--- src/design/heatmap_topk_keypoint_select_unit_macros.svh ---
// Assertion macros shared by the keypoint selection RTL.
// Each macro expects clk_i and rst_ni in the scope where it is used.
`ifndef HEATMAP_TOPK_KEYPOINT_SELECT_UNIT_MACROS_SVH
`define HEATMAP_TOPK_KEYPOINT_SELECT_UNIT_MACROS_SVH

// same-cycle implication
`define HKS_ASSERT_NOW(lbl, ante, cons, msg) \
  lbl: assert property (@(posedge clk_i) disable iff (!rst_ni) (ante) |-> (cons)) \
    else $error(msg);

// next-cycle implication
`define HKS_ASSERT_NEXT(lbl, ante, cons, msg) \
  lbl: assert property (@(posedge clk_i) disable iff (!rst_ni) (ante) |=> (cons)) \
    else $error(msg);

`endif

--- src/design/hksel_pkg.sv ---
// Shared types and constants for the heatmap top-K keypoint selection unit.
// No dependencies; imported by every module of the block.
`timescale 1ns / 1ps
`default_nettype none

package hksel_pkg;

  localparam int COORD_BITS = 12;
  localparam int SCORE_BITS = 16;
  localparam int CELL_BITS  = 9;

  localparam int QUEUE_DEPTH = 4;
  localparam int QPTR_W      = 2;

  // configuration register indexes
  localparam logic [2:0] CFG_THRESHOLD = 3'd0;
  localparam logic [2:0] CFG_BORDER    = 3'd1;
  localparam logic [2:0] CFG_LIMIT     = 3'd2;
  localparam logic [2:0] CFG_MAP_H     = 3'd3;
  localparam logic [2:0] CFG_MAP_W     = 3'd4;
  localparam logic [2:0] CFG_GRID_H    = 3'd5;
  localparam logic [2:0] CFG_GRID_W    = 3'd6;

  // score in the top bits so a plain compare ranks score, then row, then column
  typedef struct packed {
    logic [SCORE_BITS-1:0] score;
    logic [COORD_BITS-1:0] row;
    logic [COORD_BITS-1:0] col;
  } hksel_entry_t;

  typedef struct packed {
    hksel_entry_t entry;
    logic         cand;
    logic         last;
  } hksel_item_t;

endpackage

`default_nettype wire

--- src/design/hksel_front.sv ---
// Front end: accepts score pixels and classifies them as candidates.
// Uses hksel_pkg; feeds hksel_queue.
`timescale 1ns / 1ps
`default_nettype none

module hksel_front
  import hksel_pkg::*;
(
  input  wire logic                  in_valid_i,
  output logic                       in_ready_o,
  input  wire logic [39:0]           in_data_i,
  input  wire logic                  in_last_i,
  input  wire logic [SCORE_BITS-1:0] threshold_i,
  input  wire logic [7:0]            border_i,
  input  wire logic [12:0]           map_h_i,
  input  wire logic [12:0]           map_w_i,
  input  wire logic                  q_full_i,
  output logic                       q_push_o,
  output hksel_item_t                item_o
);

  logic [COORD_BITS-1:0] row;
  logic [COORD_BITS-1:0] col;
  logic [SCORE_BITS-1:0] score;
  logic [13:0]           row_end;
  logic [13:0]           col_end;
  logic                  row_in;
  logic                  col_in;

  assign row   = in_data_i[11:0];
  assign col   = in_data_i[23:12];
  assign score = in_data_i[39:24];

  assign row_end = 14'(row) + 14'(border_i);
  assign col_end = 14'(col) + 14'(border_i);
  assign row_in  = (row >= 12'(border_i)) && (row_end < 14'(map_h_i));
  assign col_in  = (col >= 12'(border_i)) && (col_end < 14'(map_w_i));

  assign in_ready_o = !q_full_i;
  assign q_push_o   = in_valid_i && !q_full_i;

  always_comb begin
    item_o.entry.score = score;
    item_o.entry.row   = row;
    item_o.entry.col   = col;
    item_o.cand        = row_in && col_in && (score > threshold_i);
    item_o.last        = in_last_i;
  end

endmodule

`default_nettype wire

--- config.mk ---
export PLATFORM = sky130hd
export DESIGN_NAME = hksel_front
export DESIGN_NICKNAME = d
export VERILOG_FILES = /design/src/design/heatmap_topk_keypoint_select_unit_macros.svh /design/src/design/hksel_pkg.sv /design/src/design/hksel_front.sv
export SDC_FILE = /design/constraint.sdc
export NUM_CORES = 1
export LEC_CHECK = 0
export BUFFER_PORTS_ARGS = -buffer_cell sky130_fd_sc_hd__buf_2
export CORE_AREA = 2 2 74 76
export DETAILED_ROUTE_END_ITERATION = 10
export DIE_AREA = 0 0 76 78
export PLACE_DENSITY = 0.88
export SYNTH_ARGS = -nofsm -noshare
export SYNTH_HDL_FRONTEND = slang
export SYNTH_SLANG_ARGS = --single-unit
--- constraint.sdc ---
create_clock -name vclk -period 6.4
set_input_delay 0.64 -clock vclk [all_inputs]
set_output_delay 0.64 -clock vclk [all_outputs]
set_load 0.05 [all_outputs]
==> results of run 1 <==
==> cells in the final DEF (no fill, tap or decap), types with 3 or more instances in the layout <==
| cell type | instances |
|---|---|
| a21oi_1 | 23 |
| nor3_1 | 6 |
| and3_1 | 6 |
| o21ai_0 | 9 |
| a211oi_1 | 3 |
| a21o_1 | 9 |
| nand2_1 | 12 |
| nand3_1 | 9 |
| a21oi_2 | 3 |
| o21bai_1 | 5 |
| nor2b_1 | 8 |
| buf_2 | 135 |
| inv_1 | 64 |
| nor2_1 | 11 |
| ha_1 | 72 |
| o31ai_1 | 3 |
| xnor2_1 | 9 |
| nand2b_1 | 5 |
| xor2_1 | 11 |
| nand4_1 | 11 |
==> worst max-delay path: cells and delay by family <==
kind | cells | cell delay, ns
buffers and inverters | 3 | 0.48
XOR/XNOR | 1 | 0.14
adder cells (fa/ha/maj) | 3 | 0.88
AO/OA/AOI/OAI | 6 | 1.23
AND/OR/NAND/NOR | 4 | 0.58
==> through the flow <==
step	hold WS (ns)	setup slack (ns)	power, uW	std cells	util
final	1.28	1.81	286	510	0.594
after global routing	1.28	1.59	318	510	0.594
after CTS	1.28	1.79	287	510	0.594
after detailed placement	1.28	1.78	285	510	0.594
after global placement	1.28	1.94	274	510	0.594
after floorplan	1.45	1.77	222	347	-
==> kinds of logic (layout without fill, tap and decap cells) <==
| family | after synthesis | in the layout | synth area share |
|---|---|---|---|
| AOI/OAI and AO/OA | 71 | 71 | 0.184 |
| adders and majority gates | 74 | 74 | 0.369 |
| buffers and inverters | 108 | 201 | 0.222 |
| xor gates and xnor gates | 20 | 20 | 0.0686 |
| and+or+nand+nor | 74 | 74 | 0.156 |
==> where the power goes <==
group / internal (uW) / total [uW] / switching [uW] / leakage (uW)
combinational: 112 / 286 / 174 / 0.00185
clock: 0 / 0 / 0 / 0
sequential: 0 / 0 / 0 / 0
total: 112 / 286 / 174 / 0.00185
==> worst max path at each step <==
| stage | to | slack [ns] | cells past startpoint |
|---|---|---|---|
| 3_3_place_gp | item_o[1] | 1.94 | 17 |
| 5_1_grt | item_o[1] | 1.59 | 17 |
| 4_1_cts | item_o[1] | 1.79 | 17 |
| 3_5_place_dp | item_o[1] | 1.78 | 17 |
| 2_1_floorplan | item_o[1] | 1.77 | 15 |
| 6_report | item_o[1] | 1.81 | 17 |
==> metal layers <==
layer  track usage  routed length (um)
met2         0.397                3120
met5             0                   0
met3        0.0256                 484
met4        0.0145                  21
met1         0.229                2530
==> area by class of cell <==
type | instances | area share
well taps | 70 | 0.0292
repair buffers | 135 | 0.225
multi-input cells | 239 | 0.663
inverters | 66 | 0.0827
==> results.json, run 1 <==
{
  "stdcell_area_um2": 3000,
  "hold_path_startpoint": "in_last_i",
  "syn_area_um2": 2550,
  "cts_hold_buf": 0,
  "crit_path_cell_trace": "buf_2 > ha_1 > inv_1 > fa_1 > o21bai_1 > nand2_1 > a211o_1 > a21oi_2 > nand3_1 > xnor2_1 > ha_1 > a21o_1 > a21o_1 > a222oi_1 > nand4_1 > nor4_2 > buf_2",
  "drive_gt1_frac": 0.323,
  "hold_violations": 0,
  "final-seq-area_um2": 0,
  "critical_path_required_ns": 5.76,
  "ys_top_cells_by_count": "ha_1, inv_1, buf_4",
  "crit_arrival_ns": 3.95,
  "fin_tns_setup_ns": 0,
  "crit_type": "in2out",
  "fmax_mhz": 218,
  "syn-mean-instance-area_um2": 7.36,
  "antenna_found_initial": 0,
  "tightest_slew_ns": 0.485,
  "dieArea_um2": 5930,
  "critPathMaxFanout": 4,
  "cp-startpoint": "border_i[0]",
  "critPathSlowestCell": "fa_1",
  "peakVddDrop_v": 0.0000500,
  "insertedDiodeCount": 0,
  "start_util": 0.506,
  "multi_input_area_um2": 1990,
  "nFillCells": 485,
  "place_congestion": 0.857,
  "grt_pass1_wl_um": 10100,
  "placed_area_um2": 3000,
  "dieWidth_um": 76,
  "synth_nets": 514,
  "yosysMostFrequentCell": "ha_1",
  "grt_pass1_vias": 2491,
  "hold_end": "item_o[0]",
  "rsz0062_at_grt": "no",
  "gr-total-overflow": 0,
  "setup_viol": 0,
  "clock_buffers": 0,
  "post_cts_resized": 0,
  "seq_cells": 0,
  "crit_path_max_incr_delay_ns": 0.41,
  "outcome": "complete, no violations",
  "fin_crit_ns": 4.59,
  "port_buffers": 135,
  "slew_headroom": 0.672,
  "ios": 137,
  "p_leak_uw": 0.00185,
  "slew_violations": 0,
  "end_kind": "primary output",
  "ys_seq_area_frac": 0,
  "hpwl_um": 5630,
  "vias_per_cell": 5.13,
  "startpoint_type": "primary input",
  "num_rows": 26,
  "cts_setup_buffers": 0,
  "max_cap_viol_count": 0,
  "routed_wl_um": 6160,
  "core_um2": 5040,
  "firstDrtPassIters": 4,
  "grt_util_all_layers": 0.197,
  "post_drt_wl_per_cell_um": 12.1,
  "ant_nets": 0,
  "syn_inst": 347,
  "fin_crit_sh": 0.717,
  "power_density_nw_per_um2": 95.3,
  "ys_warn_count": 0,
  "hold_path.class": "in2out",
  "synth_cell_types": 39,
  "synthTopCellsByArea": "ha_1, buf_4, inv_1, a21oi_1, xor2_1",
  "layout.nets": 609,
  "vias": 2614,
  "synth.largest_area_cell": "ha_1",
  "synth.top_cell.area_share": 0.353,
  "first_iter_violations": 80,
  "area.growth.synth_to_final_pct": 17.4,
  "drcViolationCount": 0,
  "grt_max_degree": 9,
  "die_h_um": 78,
  "min_path_cells": 0
}
Note: power is estimated with default switching activity, not from simulation.
==> inputs of run 2 (changes only) <==
--- a/config.mk
+++ b/config.mk
@@ -6,10 +6,10 @@
 export NUM_CORES = 1
 export LEC_CHECK = 0
 export BUFFER_PORTS_ARGS = -buffer_cell sky130_fd_sc_hd__buf_2
-export CORE_AREA = 2 2 74 76
+export CORE_AREA = 2 2 76 78
 export DETAILED_ROUTE_END_ITERATION = 10
-export DIE_AREA = 0 0 76 78
-export PLACE_DENSITY = 0.88
+export DIE_AREA = 0 0 78 80
+export PLACE_DENSITY = 0.84
 export SYNTH_ARGS = -nofsm -noshare
 export SYNTH_HDL_FRONTEND = slang
 export SYNTH_SLANG_ARGS = --single-unit
==> constraint.sdc (replaced) <==
create_clock -name vclk -period 4.3
set_input_delay 0.43 -clock vclk [all_inputs]
set_output_delay 0.43 -clock vclk [all_outputs]
set_load 0.05 [all_outputs]
==> results.json, run 2 (same netlist as run 1, synthesis figures left out) <==
{
  "outcome": "complete, no violations",
  "slew_headroom": 0.683,
  "die_h_um": 80,
  "dieWidth_um": 78,
  "grt_pass1_wl_um": 9580,
  "insertedDiodeCount": 0,
  "min_path_cells": 0,
  "grt_max_degree": 9,
  "grt_pass1_vias": 2407,
  "gr-total-overflow": 0,
  "crit_type": "in2out",
  "startpoint_type": "primary input",
  "final-seq-area_um2": 0,
  "vias_per_cell": 5.06,
  "final_cell_mix": "buf_2, ha_1, inv_1",
  "setup_slack_ns": 0.111,
  "final_common_cell": "buf_2",
  "hold_violations": 0,
  "hold_end": "item_o[0]",
  "clock_buffers": 0,
  "seq_cells": 0,
  "max_cap_viol_count": 0,
  "critPathMaxFanout": 4,
  "hpwl_um": 5550,
  "fin_crit_ns": 4.19,
  "pre_cts_ws_ns": 0.0858,
  "drive_gt1_frac": 0.344,
  "stdcell_count": 517,
  "fin_tns_setup_ns": 0,
  "end_kind": "primary output",
  "multi_input_area_um2": 2020,
  "post_drt_wl_per_cell_um": 12.1,
  "port_buffers": 135,
  "vias": 2614,
  "grt_util_all_layers": 0.182,
  "layout.nets": 614,
  "fmax_mhz": 239,
  "rsz0062_at_grt": "yes",
  "crit_path_cell_trace": "buf_8 > ha_4 > inv_2 > fa_2 > o21bai_4 > nand2_2 > a211o_1 > a21oi_2 > nand3_1 > xnor2_1 > ha_1 > a21o_1 > a21o_1 > a222oi_1 > nand4_1 > nor4_2 > buf_4",
  "dieArea_um2": 6240,
  "nFillCells": 507,
  "crit_arrival_ns": 3.76,
  "p_leak_uw": 0.00189,
  "area.growth.synth_to_final_pct": 21.1,
  "ios": 137,
  "antenna_found_initial": 0,
  "setup_viol": 0,
  "routed_wl_um": 6240,
  "hold_path_startpoint": "in_last_i",
  "firstDrtPassIters": 4,
  "crit_top_cell": "a21o_1",
  "ant_nets": 0,
  "peakVddDrop_v": 0.0000779,
  "critical_path_required_ns": 3.87,
  "critPathSlowestCell": "fa_2",
  "cts_hold_buf": 0,
  "drcViolationCount": 0,
  "start_util": 0.472,
  "crit_path_max_incr_delay_ns": 0.42,
  "core_um2": 5410,
  "p_total_uw": 440,
  "placedCellCount": 512,
  "place_congestion": 0.825,
  "slew_violations": 0,
  "num_rows": 27,
  "hold_path.class": "in2out",
  "fin_crit_sh": 0.974,
  "tightest_slew_ns": 0.463,
  "power_density_nw_per_um2": 142,
  "first_iter_violations": 57
}
-- run 2: cell types whose count changed in the layout (fill, tap and decap cells not counted), sizes merged --
cell  previous run  this run
buf            135       140
-- run 2: area by class of cell --
type,count,area share
multi-input combinational,239,0.654
inverter,66,0.0801
tap,72,0.0291
timing repair buffer,140,0.237
-- run 2: per-stage QoR --
step | instance area [um2] | hold slack [ns] | util
after detailed placement | 3000 | 0.860 | 0.555
after global placement | 3000 | 0.860 | 0.555
final | 3090 | 0.860 | 0.572
after floorplan | 2550 | 1.03 | -
after CTS | 3000 | 0.860 | 0.555
after global routing | 3090 | 0.860 | 0.572
-- run 2: metal layers --
metal  share of wire  vias up  track usage
met2            0.51      109        0.376
met1            0.40     1153        0.205
li1                -     1346            -
met3           0.081        6       0.0226
met4          0.0088        0       0.0105
met5               0        -            0
-- run 2: power by group --
| part | total, uW | leakage, uW | internal (uW) | switching (uW) |
|---|---|---|---|---|
| combinational | 440 | 0.00189 | 177 | 263 |
| clock | 0 | 0 | 0 | 0 |
| sequential | 0 | 0 | 0 | 0 |
-- run 2: worst max-delay path by stage --
stage	startpoint	to	slack, ns	cells after the start
6_report	border_i[0]	item_o[1]	0.11	17
5_1_grt	border_i[0]	item_o[1]	-0.12	17
4_1_cts	border_i[0]	item_o[1]	0.08	17
3_5_place_dp	border_i[0]	item_o[1]	0.09	17
3_3_place_gp	border_i[0]	item_o[1]	0.25	17
2_1_floorplan	in_data_i[0]	item_o[1]	0.09	15
-- run 2: timing repair --
action / 4_1_cts / 5_1_grt
buffers inserted: 0 / 5
gates resized for setup: 0 / 16
setup endpoints to repair: 0 / 1
-- run 2: critical path, delay by kind of cell --
family | cells | cell delay [ns]
xor gates and xnor gates | 1 | 0.14
buffers and inverters | 3 | 0.38
adders and majority gates | 3 | 0.86
and+or+nand+nor | 4 | 0.67
AOI/OAI and AO/OA | 6 | 1.28
