--- src/design/heatmap_topk_keypoint_select_unit_macros.svh ---
// Assertion macros shared by the keypoint selection RTL.
// Each macro expects clk_i and rst_ni in the scope where it is used.
`ifndef HEATMAP_TOPK_KEYPOINT_SELECT_UNIT_MACROS_SVH
`define HEATMAP_TOPK_KEYPOINT_SELECT_UNIT_MACROS_SVH

// same-cycle implication
`define HKS_ASSERT_NOW(lbl, ante, cons, msg) \
  lbl: assert property (@(posedge clk_i) disable iff (!rst_ni) (ante) |-> (cons)) \
    else $error(msg);

// next-cycle implication
`define HKS_ASSERT_NEXT(lbl, ante, cons, msg) \
  lbl: assert property (@(posedge clk_i) disable iff (!rst_ni) (ante) |=> (cons)) \
    else $error(msg);

`endif

--- src/design/hksel_pkg.sv ---
// Shared types and constants for the heatmap top-K keypoint selection unit.
// No dependencies; imported by every module of the block.
`timescale 1ns / 1ps
`default_nettype none

package hksel_pkg;

  localparam int COORD_BITS = 12;
  localparam int SCORE_BITS = 16;
  localparam int CELL_BITS  = 9;

  localparam int QUEUE_DEPTH = 4;
  localparam int QPTR_W      = 2;

  // configuration register indexes
  localparam logic [2:0] CFG_THRESHOLD = 3'd0;
  localparam logic [2:0] CFG_BORDER    = 3'd1;
  localparam logic [2:0] CFG_LIMIT     = 3'd2;
  localparam logic [2:0] CFG_MAP_H     = 3'd3;
  localparam logic [2:0] CFG_MAP_W     = 3'd4;
  localparam logic [2:0] CFG_GRID_H    = 3'd5;
  localparam logic [2:0] CFG_GRID_W    = 3'd6;

  // score in the top bits so a plain compare ranks score, then row, then column
  typedef struct packed {
    logic [SCORE_BITS-1:0] score;
    logic [COORD_BITS-1:0] row;
    logic [COORD_BITS-1:0] col;
  } hksel_entry_t;

  typedef struct packed {
    hksel_entry_t entry;
    logic         cand;
    logic         last;
  } hksel_item_t;

endpackage

`default_nettype wire

--- src/design/hksel_queue.sv ---
// Short queue between the classifying front and the ranking back end.
// Uses hksel_pkg for the item type and depth.
`timescale 1ns / 1ps
`default_nettype none

module hksel_queue
  import hksel_pkg::*;
(
  input  wire logic  clk_i,
  input  wire logic  rst_ni,
  input  wire logic  push_i,
  input  wire hksel_item_t push_item_i,
  input  wire logic  pop_i,
  output hksel_item_t pop_item_o,
  output logic       full_o,
  output logic       empty_o
);

  hksel_item_t         slot_q [QUEUE_DEPTH];
  logic [QPTR_W-1:0]   wr_ptr_q, wr_ptr_d;
  logic [QPTR_W-1:0]   rd_ptr_q, rd_ptr_d;
  logic [QPTR_W:0]     fill_q, fill_d;
  logic                do_push;
  logic                do_pop;

  assign full_o     = (fill_q == (QPTR_W+1)'(QUEUE_DEPTH));
  assign empty_o    = (fill_q == '0);
  assign do_push    = push_i && !full_o;
  assign do_pop     = pop_i && !empty_o;
  assign pop_item_o = slot_q[rd_ptr_q];

  always_comb begin
    wr_ptr_d = wr_ptr_q + QPTR_W'(do_push);
    rd_ptr_d = rd_ptr_q + QPTR_W'(do_pop);
    fill_d   = fill_q + (QPTR_W+1)'(do_push) - (QPTR_W+1)'(do_pop);
  end

  always_ff @(posedge clk_i or negedge rst_ni) begin
    if (!rst_ni) begin
      wr_ptr_q <= '0;
      rd_ptr_q <= '0;
      fill_q   <= '0;
    end else begin
      wr_ptr_q <= wr_ptr_d;
      rd_ptr_q <= rd_ptr_d;
      fill_q   <= fill_d;
    end
  end

  always_ff @(posedge clk_i) begin
    if (do_push) begin
      slot_q[wr_ptr_q] <= push_item_i;
    end
  end

endmodule

`default_nettype wire

--- config.mk ---
export PLATFORM = sky130hd
export DESIGN_NAME = hksel_queue
export DESIGN_NICKNAME = d
export VERILOG_FILES = /design/src/design/heatmap_topk_keypoint_select_unit_macros.svh /design/src/design/hksel_pkg.sv /design/src/design/hksel_queue.sv
export SDC_FILE = /design/constraint.sdc
export NUM_CORES = 1
export LEC_CHECK = 0
export BUFFER_PORTS_ARGS = -buffer_cell sky130_fd_sc_hd__buf_2
export CORE_MARGIN = 8
export CORE_UTILIZATION = 47
export DETAILED_ROUTE_END_ITERATION = 8
export PLACE_DENSITY = 0.75
export SLEW_MARGIN = 20
export SYNTH_ARGS = -nofsm -noshare
export SYNTH_HDL_FRONTEND = slang
export SYNTH_SLANG_ARGS = --single-unit
--- constraint.sdc ---
create_clock -name clk_i -period 6 [get_ports clk_i]
set_input_delay 0.6 -clock clk_i [delete_from_list [all_inputs] [get_ports clk_i]]
set_output_delay 0.6 -clock clk_i [all_outputs]
set_load 0.005 [all_outputs]
==> impl_metrics.ini, run 1 <==
[floorplanning]
ios = 90
coreArea_um2 = 13720
start_util = 0.4746
fp.dieH_um = 133.7
die_w_um = 133.7
die-area_um2 = 17880
rows = 43

[yosys]
synth.avg_cell_area_um2 = 25.94
synth.top_cells.by_area = edfxtp_1 (77%), mux4_2 (13%), dfrtp_1 (2.7%), mux4_1 (1.6%), buf_12 (1.2%)
ys_async_sr_fraction = 0.04000
yosys.area.top_type_share = 0.7748
synthSimpleGateAreaFrac = 0.01211
yosysUniqueCellTypes = 25
synthFlopType = edfxtp_1
syn_nets = 300
synth_top_cell_by_area = edfxtp_1
synth_mux_area_frac = 0.1491
synth_warnings = 0
synth-seq-area-share = 0.8017
ys_seq_elements = 175
synth_compound_area_frac = 0.004996
yosysMostFrequentCell = edfxtp_1
synthCells = 251
synth_common_cells = edfxtp_1 (168), mux4_2 (38), dfrtp_1 (7), buf_2 (5)
synth_top_family_by_area = multiplexers
synth-edff-count = 168
synth-xor-area-share = 0.006726
synth_area_um2 = 6511
synth_adder_area_share = 0.006918

[clock_tree]
post_cts_buffers = 0
cts_tree = built
clock_latency_ns = 0.41
cts_root_buf = clkbuf_16
path_clk_slew_ns = 0.06
htree_levels = 4
numCtsBuffers = 17
cts.path.max_buffers = 2
cts_num_sinks = 175

[timing]
period_share = 0.4734
fin_ws_ns = 3.159
skew_ns = 0.005413
hold_viol = 0
slew_viol_final = 0
holdWs_ns = 0.3984
worstMarginPinSlew_ns = 1.045
rsz0062_at_grt = false
finalCriticalPeriod_ns = 2.841
max_freq_mhz = 352.0
max_slew_margin = 0.3036
finalSetupTns_ns = 0
setup_viol = 0

[finish]
fillers = 1034
layout-drive-gt1-share = 0.4523
syn_to_final_growth_pct = 19.85
finalNetCount = 403

[power_and_ir_drop]
power.total_w = 0.003896
ir_worst_vdd_mv = 0.4181
power.density_nw_per_um2 = 499.2
p_leak_nw = 2.686

[setup_path]
cpPeakStageDelay_ns = 1.00
slowest_stage = dfrtp_4
worst-path-buf-inv = 1
crit_fanout = 44
start_kind = flop
crit_family = flip-flops
worstSetupPathType = flop to output port
worstPathArrival_ns = 2.24
end_kind = output port
worstPathRequired_ns = 5.40
cp_cell_sequence = mux4_1 -> buf_2

[detailed_routing]
drcViolationCount = 0
firstDrtPassIters = 4
vias = 2911
drt_iter0_drc = 188
ant_nets = 0
wirelength_um = 11280
via_per_inst = 5.302
wl_per_cell_um = 20.54

[grt]
antenna_found_initial = 2
grt_max_degree = 45
grt_first_pass_wirelength_um = 17570
grt_pass1_vias = 3236
overflow = 0
grt_usage = 0.1331

[job]
maxCapViolCount = 0

[hold_path]
hp-class = input pin to flop

[placement]
hpwl_um = 6755
preCtsSetupSlack_ns = 3.534
port_buffers = 89
globalplace.congestion = 0.6827

[status]
outcome = finished, final reports clean
[area by class of cell]
cell class              instances  area, um^2  share of cell area
diodes                          2       5.005           0.0006413
clock buffers                  19       432.9             0.05548
clock inverters                13       217.7             0.02790
inverters                       1       3.754           0.0004810
multi-input cells              65        1209              0.1549
flip-flops and latches        175        5225              0.6696
well taps                     180       225.2             0.02886
repair buffers                 94       485.5             0.06221
[cells in the final DEF (no fill, tap or decap), types with 3 or more instances in the layout]
master       n
buf_4        4
buf_2       89
dfrtp_1      5
clkbuf_16   17
bufinv_16    6
xnor2_1      4
mux4_1       4
edfxtp_1   168
mux4_2      38
clkinv_1     3
[power breakdown]
part,switching [W],internal (W)
Combinational,0.000368,0.000496
Clock,0.000414,0.000775
Sequential,0.000219,0.00162
Total,0.00100,0.00289
[timing repair]
action / CTS / global route
endpoints found under the hold margin: 7 / 0
hold buffers: 1 / 0
resized for setup: 0 / 0
[worst register-to-register path, cell delays in order (launching register included)]
cell and delay, ns:
dfrtp_1 0.45, nor3b_2 0.56, and4b_2 0.30, buf_4 0.32
[logic make-up (layout without fill, tap and decap cells)]
kind of cell    count (synthesis)  count (layout)
fa+ha+maj                       3               3
compound gates                  4               4
xor+xnor                        5               5
mux                            43              43
buf+inv                        11             127
other cells                     0               2
simple gates                   10              10
flops                         175             175
[layer usage]
metal  global-route usage  share of wire  up-vias
li1                     -              -     1292
met1               0.1520           0.40     1526
met2               0.2175           0.52       75
met3              0.05083          0.069       16
met4              0.06238          0.018        2
met5                    0         0.0012        -
[through the flow]
step                instance area, um^2  utilization  instances
global route                       7801       0.5686        548
floorplan                          6511            -        251
CTS                                7799       0.5684        547
global placement                   7138       0.5203        514
detailed placement                 7138       0.5203        514
finish                             7804       0.5688        549
[final timing paths]
check	from	end	slack, ns	cells past startpoint
max	rd_ptr_q[0]	pop_item_o[38]	3.16	2
min	push_item_i[39]	slot_q[1][39]	0.40	1
max reg2reg	fill_q[1]	slot_q[3][14]	4.03	3
min reg2reg	wr_ptr_q[1]	wr_ptr_q[1]	0.63	1
max in group asynchronous	rst_ni	rd_ptr_q[0]	5.27	2
min in group asynchronous	rst_ni	wr_ptr_q[1]	0.55	2
[state kept, by name, indices dropped and copies added, names as in the netlist]
name and flops:
slot_q 168, rd_ptr_q 2, wr_ptr_q 2, fill_q 3
Power figures use the tool's default switching activity.
==> run 2: changes to the inputs <==
ABC_AREA = 1   (was not set)
PLACE_DENSITY = 0.72   (was 0.75)
clock period = 2.9 ns   (was 6 ns; I/O delays follow)
==> impl_metrics.ini, run 2 <==
[timing]
setup_viol = 0
rsz0062_at_grt = false
period_share = 0.8401
hold_viol = 0
max_freq_mhz = 410.4
max_slew_margin = 0.3770
finalCriticalPeriod_ns = 2.436
skew_ns = 0.006178
worstMarginPinSlew_ns = 0.9345
finalSetupTns_ns = 0
slew_viol_final = 0

[finish]
final_core_util = 0.5718
fin_area_um2 = 7968
mostFrequentLayoutCell = edfxtp_1
stdcell_count = 783
top_register = slot_q
layout-drive-gt1-share = 0.2246
mostFrequentLayoutCells = edfxtp_1 (168), nor2_1 (128), o21ai_1 (103)
syn_to_final_growth_pct = 18.45
largestRegisters = slot_q: 168 flops, fill_q: 3 flops
largest_reg_flops = 168
finalNetCount = 637

[grt]
grt_first_pass_wirelength_um = 21180
antenna_found_initial = 2
overflow = 0
grt_max_degree = 88
grt_usage = 0.1524
grt_pass1_vias = 4161

[floorplanning]
ios = 90
start_util = 0.4827
fp.dieH_um = 135.6
die-area_um2 = 18400
die_w_um = 135.6
coreArea_um2 = 13930
rows = 43

[status]
outcome = finished, final reports clean

[setup_path]
r2r_slack_ns = 0.90
crit_fanout = 87
worstPathRequired_ns = 2.61
end_kind = output port
rr_worst_depth = 7
worstPathArrival_ns = 2.15
start_kind = flop
r2r_start = fill_q[1]
worstSetupPathType = flop to output port
reg2reg_to = fill_q[1]

[detailed_routing]
wirelength_um = 13230
ant_nets = 0
vias = 4047
drcViolationCount = 0
via_per_inst = 5.169
firstDrtPassIters = 5
drt_iter0_drc = 278
wl_per_cell_um = 16.90

[clock_tree]
cts_root_buf = clkbuf_16
path_clk_slew_ns = 0.06
cts_num_sinks = 175
numCtsBuffers = 17
clock_latency_ns = 0.43
post_cts_buffers = 0
cts.path.max_buffers = 2
cts_tree = built
htree_levels = 4

[yosys]
synth_area_um2 = 6726
synth.avg_cell_area_um2 = 13.59
synth_warnings = 0
yosysUniqueCellTypes = 21
synth_top_cell_by_area = edfxtp_1
yosys.area.top_type_share = 0.7500
ys_seq_elements = 175
syn_nets = 544
yosysMostFrequentCell = edfxtp_1
synthCells = 495
synth-edff-count = 168
ys_async_sr_fraction = 0.04000
synthFlopType = edfxtp_1
synth_common_cells = edfxtp_1 (168), nor2_1 (132), o21ai_1 (103), o21ai_0 (23), nand2_1 (17)
synth-seq-area-share = 0.7760
synth.top_cells.by_area = edfxtp_1 (75%), o21ai_1 (7.7%), nor2_1 (7.4%), dfrtp_1 (2.6%), o21ai_0 (1.7%)

[hold_path]
hp-class = input pin to flop
min_from = push_item_i[34]
hold_depth = 1
hold_end = slot_q[1][34]

[placement]
hpwl_um = 8206
port_buffers = 89
dp_cells = 748
place_area_um2 = 7376
globalplace.congestion = 0.7442

[power_and_ir_drop]
ir_worst_vdd_mv = 0.5141
power.density_nw_per_um2 = 1051
power.total_w = 0.008375
p_leak_nw = 2.861

[job]
maxCapViolCount = 0
run 2: critical path: stages (launching register included):
cell,delay [ns]
dfrtp_2,0.36
buf_4,0.73
nor2_1,0.15
nor2_1,0.12
o21ai_0,0.09
o21ai_1,0.10
buf_2,0.13
run 2: cell type report:
class                           instances  area, um^2
Clock buffer                           17       425.4
Inverter                                7       26.28
Clock inverter                         15       151.4
Timing Repair Buffer                  102       595.6
Multi-Input combinational cell        285        1318
Tap cell                              180       225.2
Sequential cell                       175        5221
Fill cell                            1127        5967
Antenna cell                            2       5.005
run 2: metrics by stage:
step           worst slack [ns]  hold slack, ns
2_1_floorplan           0.08628       -0.005591
3_3_place_gp             0.9587          0.1332
3_5_place_dp             0.9151          0.1354
4_1_cts                  0.4529         0.05662
5_1_grt                  0.2980         0.06678
6_report                 0.4636         0.07253
run 2: cells by family (layout without fill, tap and decap cells):
logic type	count (synthesis)	count (layout)	synth area share
DFF	175	175	0.7760
adders and majority gates	3	3	0.006696
and+or+nand+nor	151	151	0.08482
xor gates and xnor gates	2	2	0.002605
other	0	2	0
AOI/OAI and AO/OA	129	129	0.09728
buffers and inverters	35	141	0.03255
run 2: report_power, final:
part	switching, W	internal, W
Sequential	0.000138	0.00335
Combinational	0.00172	0.000964
Clock	0.000877	0.00133
Total	0.00273	0.00564
run 2: how the worst max path moves through the flow:
| stage | start | to | slack (ns) |
|---|---|---|---|
| floorplan | fill_q[1] | slot_q[0][0] | 0.09 |
| global placement | rd_ptr_q[0] | pop_item_o[40] | 0.96 |
| detailed placement | fill_q[1] | fill_q[1] | 0.92 |
| CTS | rd_ptr_q[0] | pop_item_o[18] | 0.45 |
| global route | rd_ptr_q[0] | pop_item_o[18] | 0.30 |
| finish | rd_ptr_q[0] | pop_item_o[18] | 0.46 |
run 2: per-layer routing:
metal  GRT usage  up-vias  routed length, um
met3     0.05045       19                823
li1            -     1970                  -
met4     0.06601        2                252
met2      0.2623      102               6849
met1      0.1690     1954               5294
met5           0        -                 13
run 2: what timing repair did:
item / in CTS / in global routing
resized for setup: 0 / 0
hold endpoints to repair: 7 / 0
hold buffers: 1 / 0
==> run 3: changes to the inputs <==
clock period = 2.45 ns   (was 2.9 ns; I/O delays follow)
==> impl_metrics.ini, run 3 (synthesis results as in run 2) <==
[setup_path]
start_kind = flop
cpMostUsedCell = o21ai_1
worstPathArrival_ns = 1.92
cp-endpoint = pop_item_o[1]
crit_family = buffers and inverters
worstPathRequired_ns = 2.20
crit_fanout = 21
worstSetupPathType = flop to output port
slowest_stage = dfrtp_2
r2r_slack_ns = 0.39
rr_worst_depth = 7
r2r_start = fill_q[1]
worst-path-buf-inv = 3
cp_cell_sequence = inv_2 -> buf_4 -> o21ai_1 -> o21ai_1 -> buf_2
cp.depth = 5
end_kind = output port
cpPeakStageDelay_ns = 0.43
cp-startpoint = rd_ptr_q[0]
reg2reg_to = fill_q[1]

[clock_tree]
path_clk_slew_ns = 0.06
htree_levels = 4
cts.path.max_buffers = 2
clock_latency_ns = 0.42
cts_root_buf = clkbuf_16
cts_tree = built
cts_num_sinks = 175
numCtsBuffers = 17
post_cts_buffers = 0

[power_and_ir_drop]
power.density_nw_per_um2 = 1252
p_clk_frac = 0.266
p_leak_nw = 2.876
power_frac_comb = 0.321
switching_power_w = 0.003278
power_frac_seq = 0.413
ir_worst_vdd_mv = 0.6934
intPower_w = 0.006728
swShare = 0.3276

[placement]
port_buffers = 89
hpwl_um = 7972
dp_cells = 750
place_area_um2 = 7391
globalplace.congestion = 0.8148

[timing]
finalCriticalPeriod_ns = 2.163
period_share = 0.8827
slew_viol_final = 0
skew_ns = 0.007120
hold_viol = 0
rsz0062_at_grt = false
max_freq_mhz = 462.4
max_slew_margin = 0.6765
worstMarginPinSlew_ns = 0.4852
holdWs_ns = 0.03952
finalSetupTns_ns = 0
setup_viol = 0

[finish]
mostFrequentLayoutCells = edfxtp_1 (168), nor2_1 (128), o21ai_1 (103)
largest_reg_flops = 168
layout-drive-gt1-share = 0.2322
largestRegisters = slot_q: 168 flops, fill_q: 3 flops
antenna_cells = 0
top_register = slot_q
finalNetCount = 639
syn_to_final_growth_pct = 18.84
fin_area_um2 = 7994
stdcell_count = 783
mostFrequentLayoutCell = edfxtp_1

[grt]
grt_pass1_vias = 4071
overflow = 0
grt_first_pass_wirelength_um = 20520
grt_max_degree = 88
antenna_found_initial = 1
grt_usage = 0.1460

[detailed_routing]
drcViolationCount = 0
wl_per_cell_um = 16.76
via_per_inst = 5.209
ant_nets = 0
firstDrtPassIters = 4
wirelength_um = 13130
drt_iter0_drc = 281
vias = 4079

[floorplanning]
rows = 43
fp.dieH_um = 135.6
start_util = 0.4827
ios = 90
die_w_um = 135.6
coreArea_um2 = 13930
die-area_um2 = 18400

[status]
outcome = finished, final reports clean

[hold_path]
hp-class = input pin to flop

[job]
maxCapViolCount = 0
run 3: changes by cell type in the layout (fill, tap and decap cells not counted):
cell	before	now
buf_4	8	10
clkinv_1	6	3
clkinv_2	3	2
clkinv_4	1	0
clkinvlp_4	2	4
diode_2	2	0
inv_6	0	3
run 3: per-layer routing:
| layer | up-vias | GRT usage | wire, um |
|---|---|---|---|
| li1 | 1963 | - | - |
| met1 | 1981 | 0.1652 | 5481 |
| met2 | 111 | 0.2461 | 6605 |
| met3 | 22 | 0.04711 | 777 |
| met4 | 2 | 0.06848 | 246 |
| met5 | - | 0 | 13 |
run 3: layout make-up:
cell class              instances  area [um^2]
well taps                     180        225.2
clock buffers                  17        425.4
fillers                      1084         5941
inverters                       7        26.28
multi-input cells             285         1318
repair buffers                104        610.6
flip-flops and latches        175         5221
clock inverters                15        167.7
run 3: power by group through the flow:
stage                     clock [W]  combinational, W  sequential (W)
after floorplan                   0           0.00205         0.00418
after CTS                   0.00271           0.00329         0.00413
final                       0.00266           0.00321         0.00413
after global routing        0.00281           0.00361         0.00418
after global placement            0           0.00316         0.00417
after detailed placement          0           0.00326         0.00419
run 3: timing repair:
| action | in CTS | in global routing |
|---|---|---|
| gates resized for setup | 0 | 0 |
| hold buffers | 1 | 0 |
| hold endpoints to repair | 7 | 0 |
run 3: through the flow:
step	util	power, W	setup slack, ns
6_report	0.5737	0.01001	0.2873
5_1_grt	0.5737	0.01060	0.1581
4_1_cts	0.5737	0.01013	0.2599
3_5_place_dp	0.5304	0.007451	0.3838
3_3_place_gp	0.5304	0.007325	0.5182
2_1_floorplan	-	0.006231	-0.3637
run 3: worst min-delay path by stage:
stage / start / end / slack (ns) / cells after the start
global route: push_item_i[37] / slot_q[3][37] / 0.02 / 1
finish: push_item_i[7] / slot_q[1][7] / 0.04 / 1
CTS: push_item_i[18] / slot_q[3][18] / 0.02 / 1
floorplan: rst_ni / fill_q[0] / -0.05 / 0
global placement: rst_ni / fill_q[0] / 0.08 / 1
detailed placement: rst_ni / fill_q[1] / 0.09 / 1
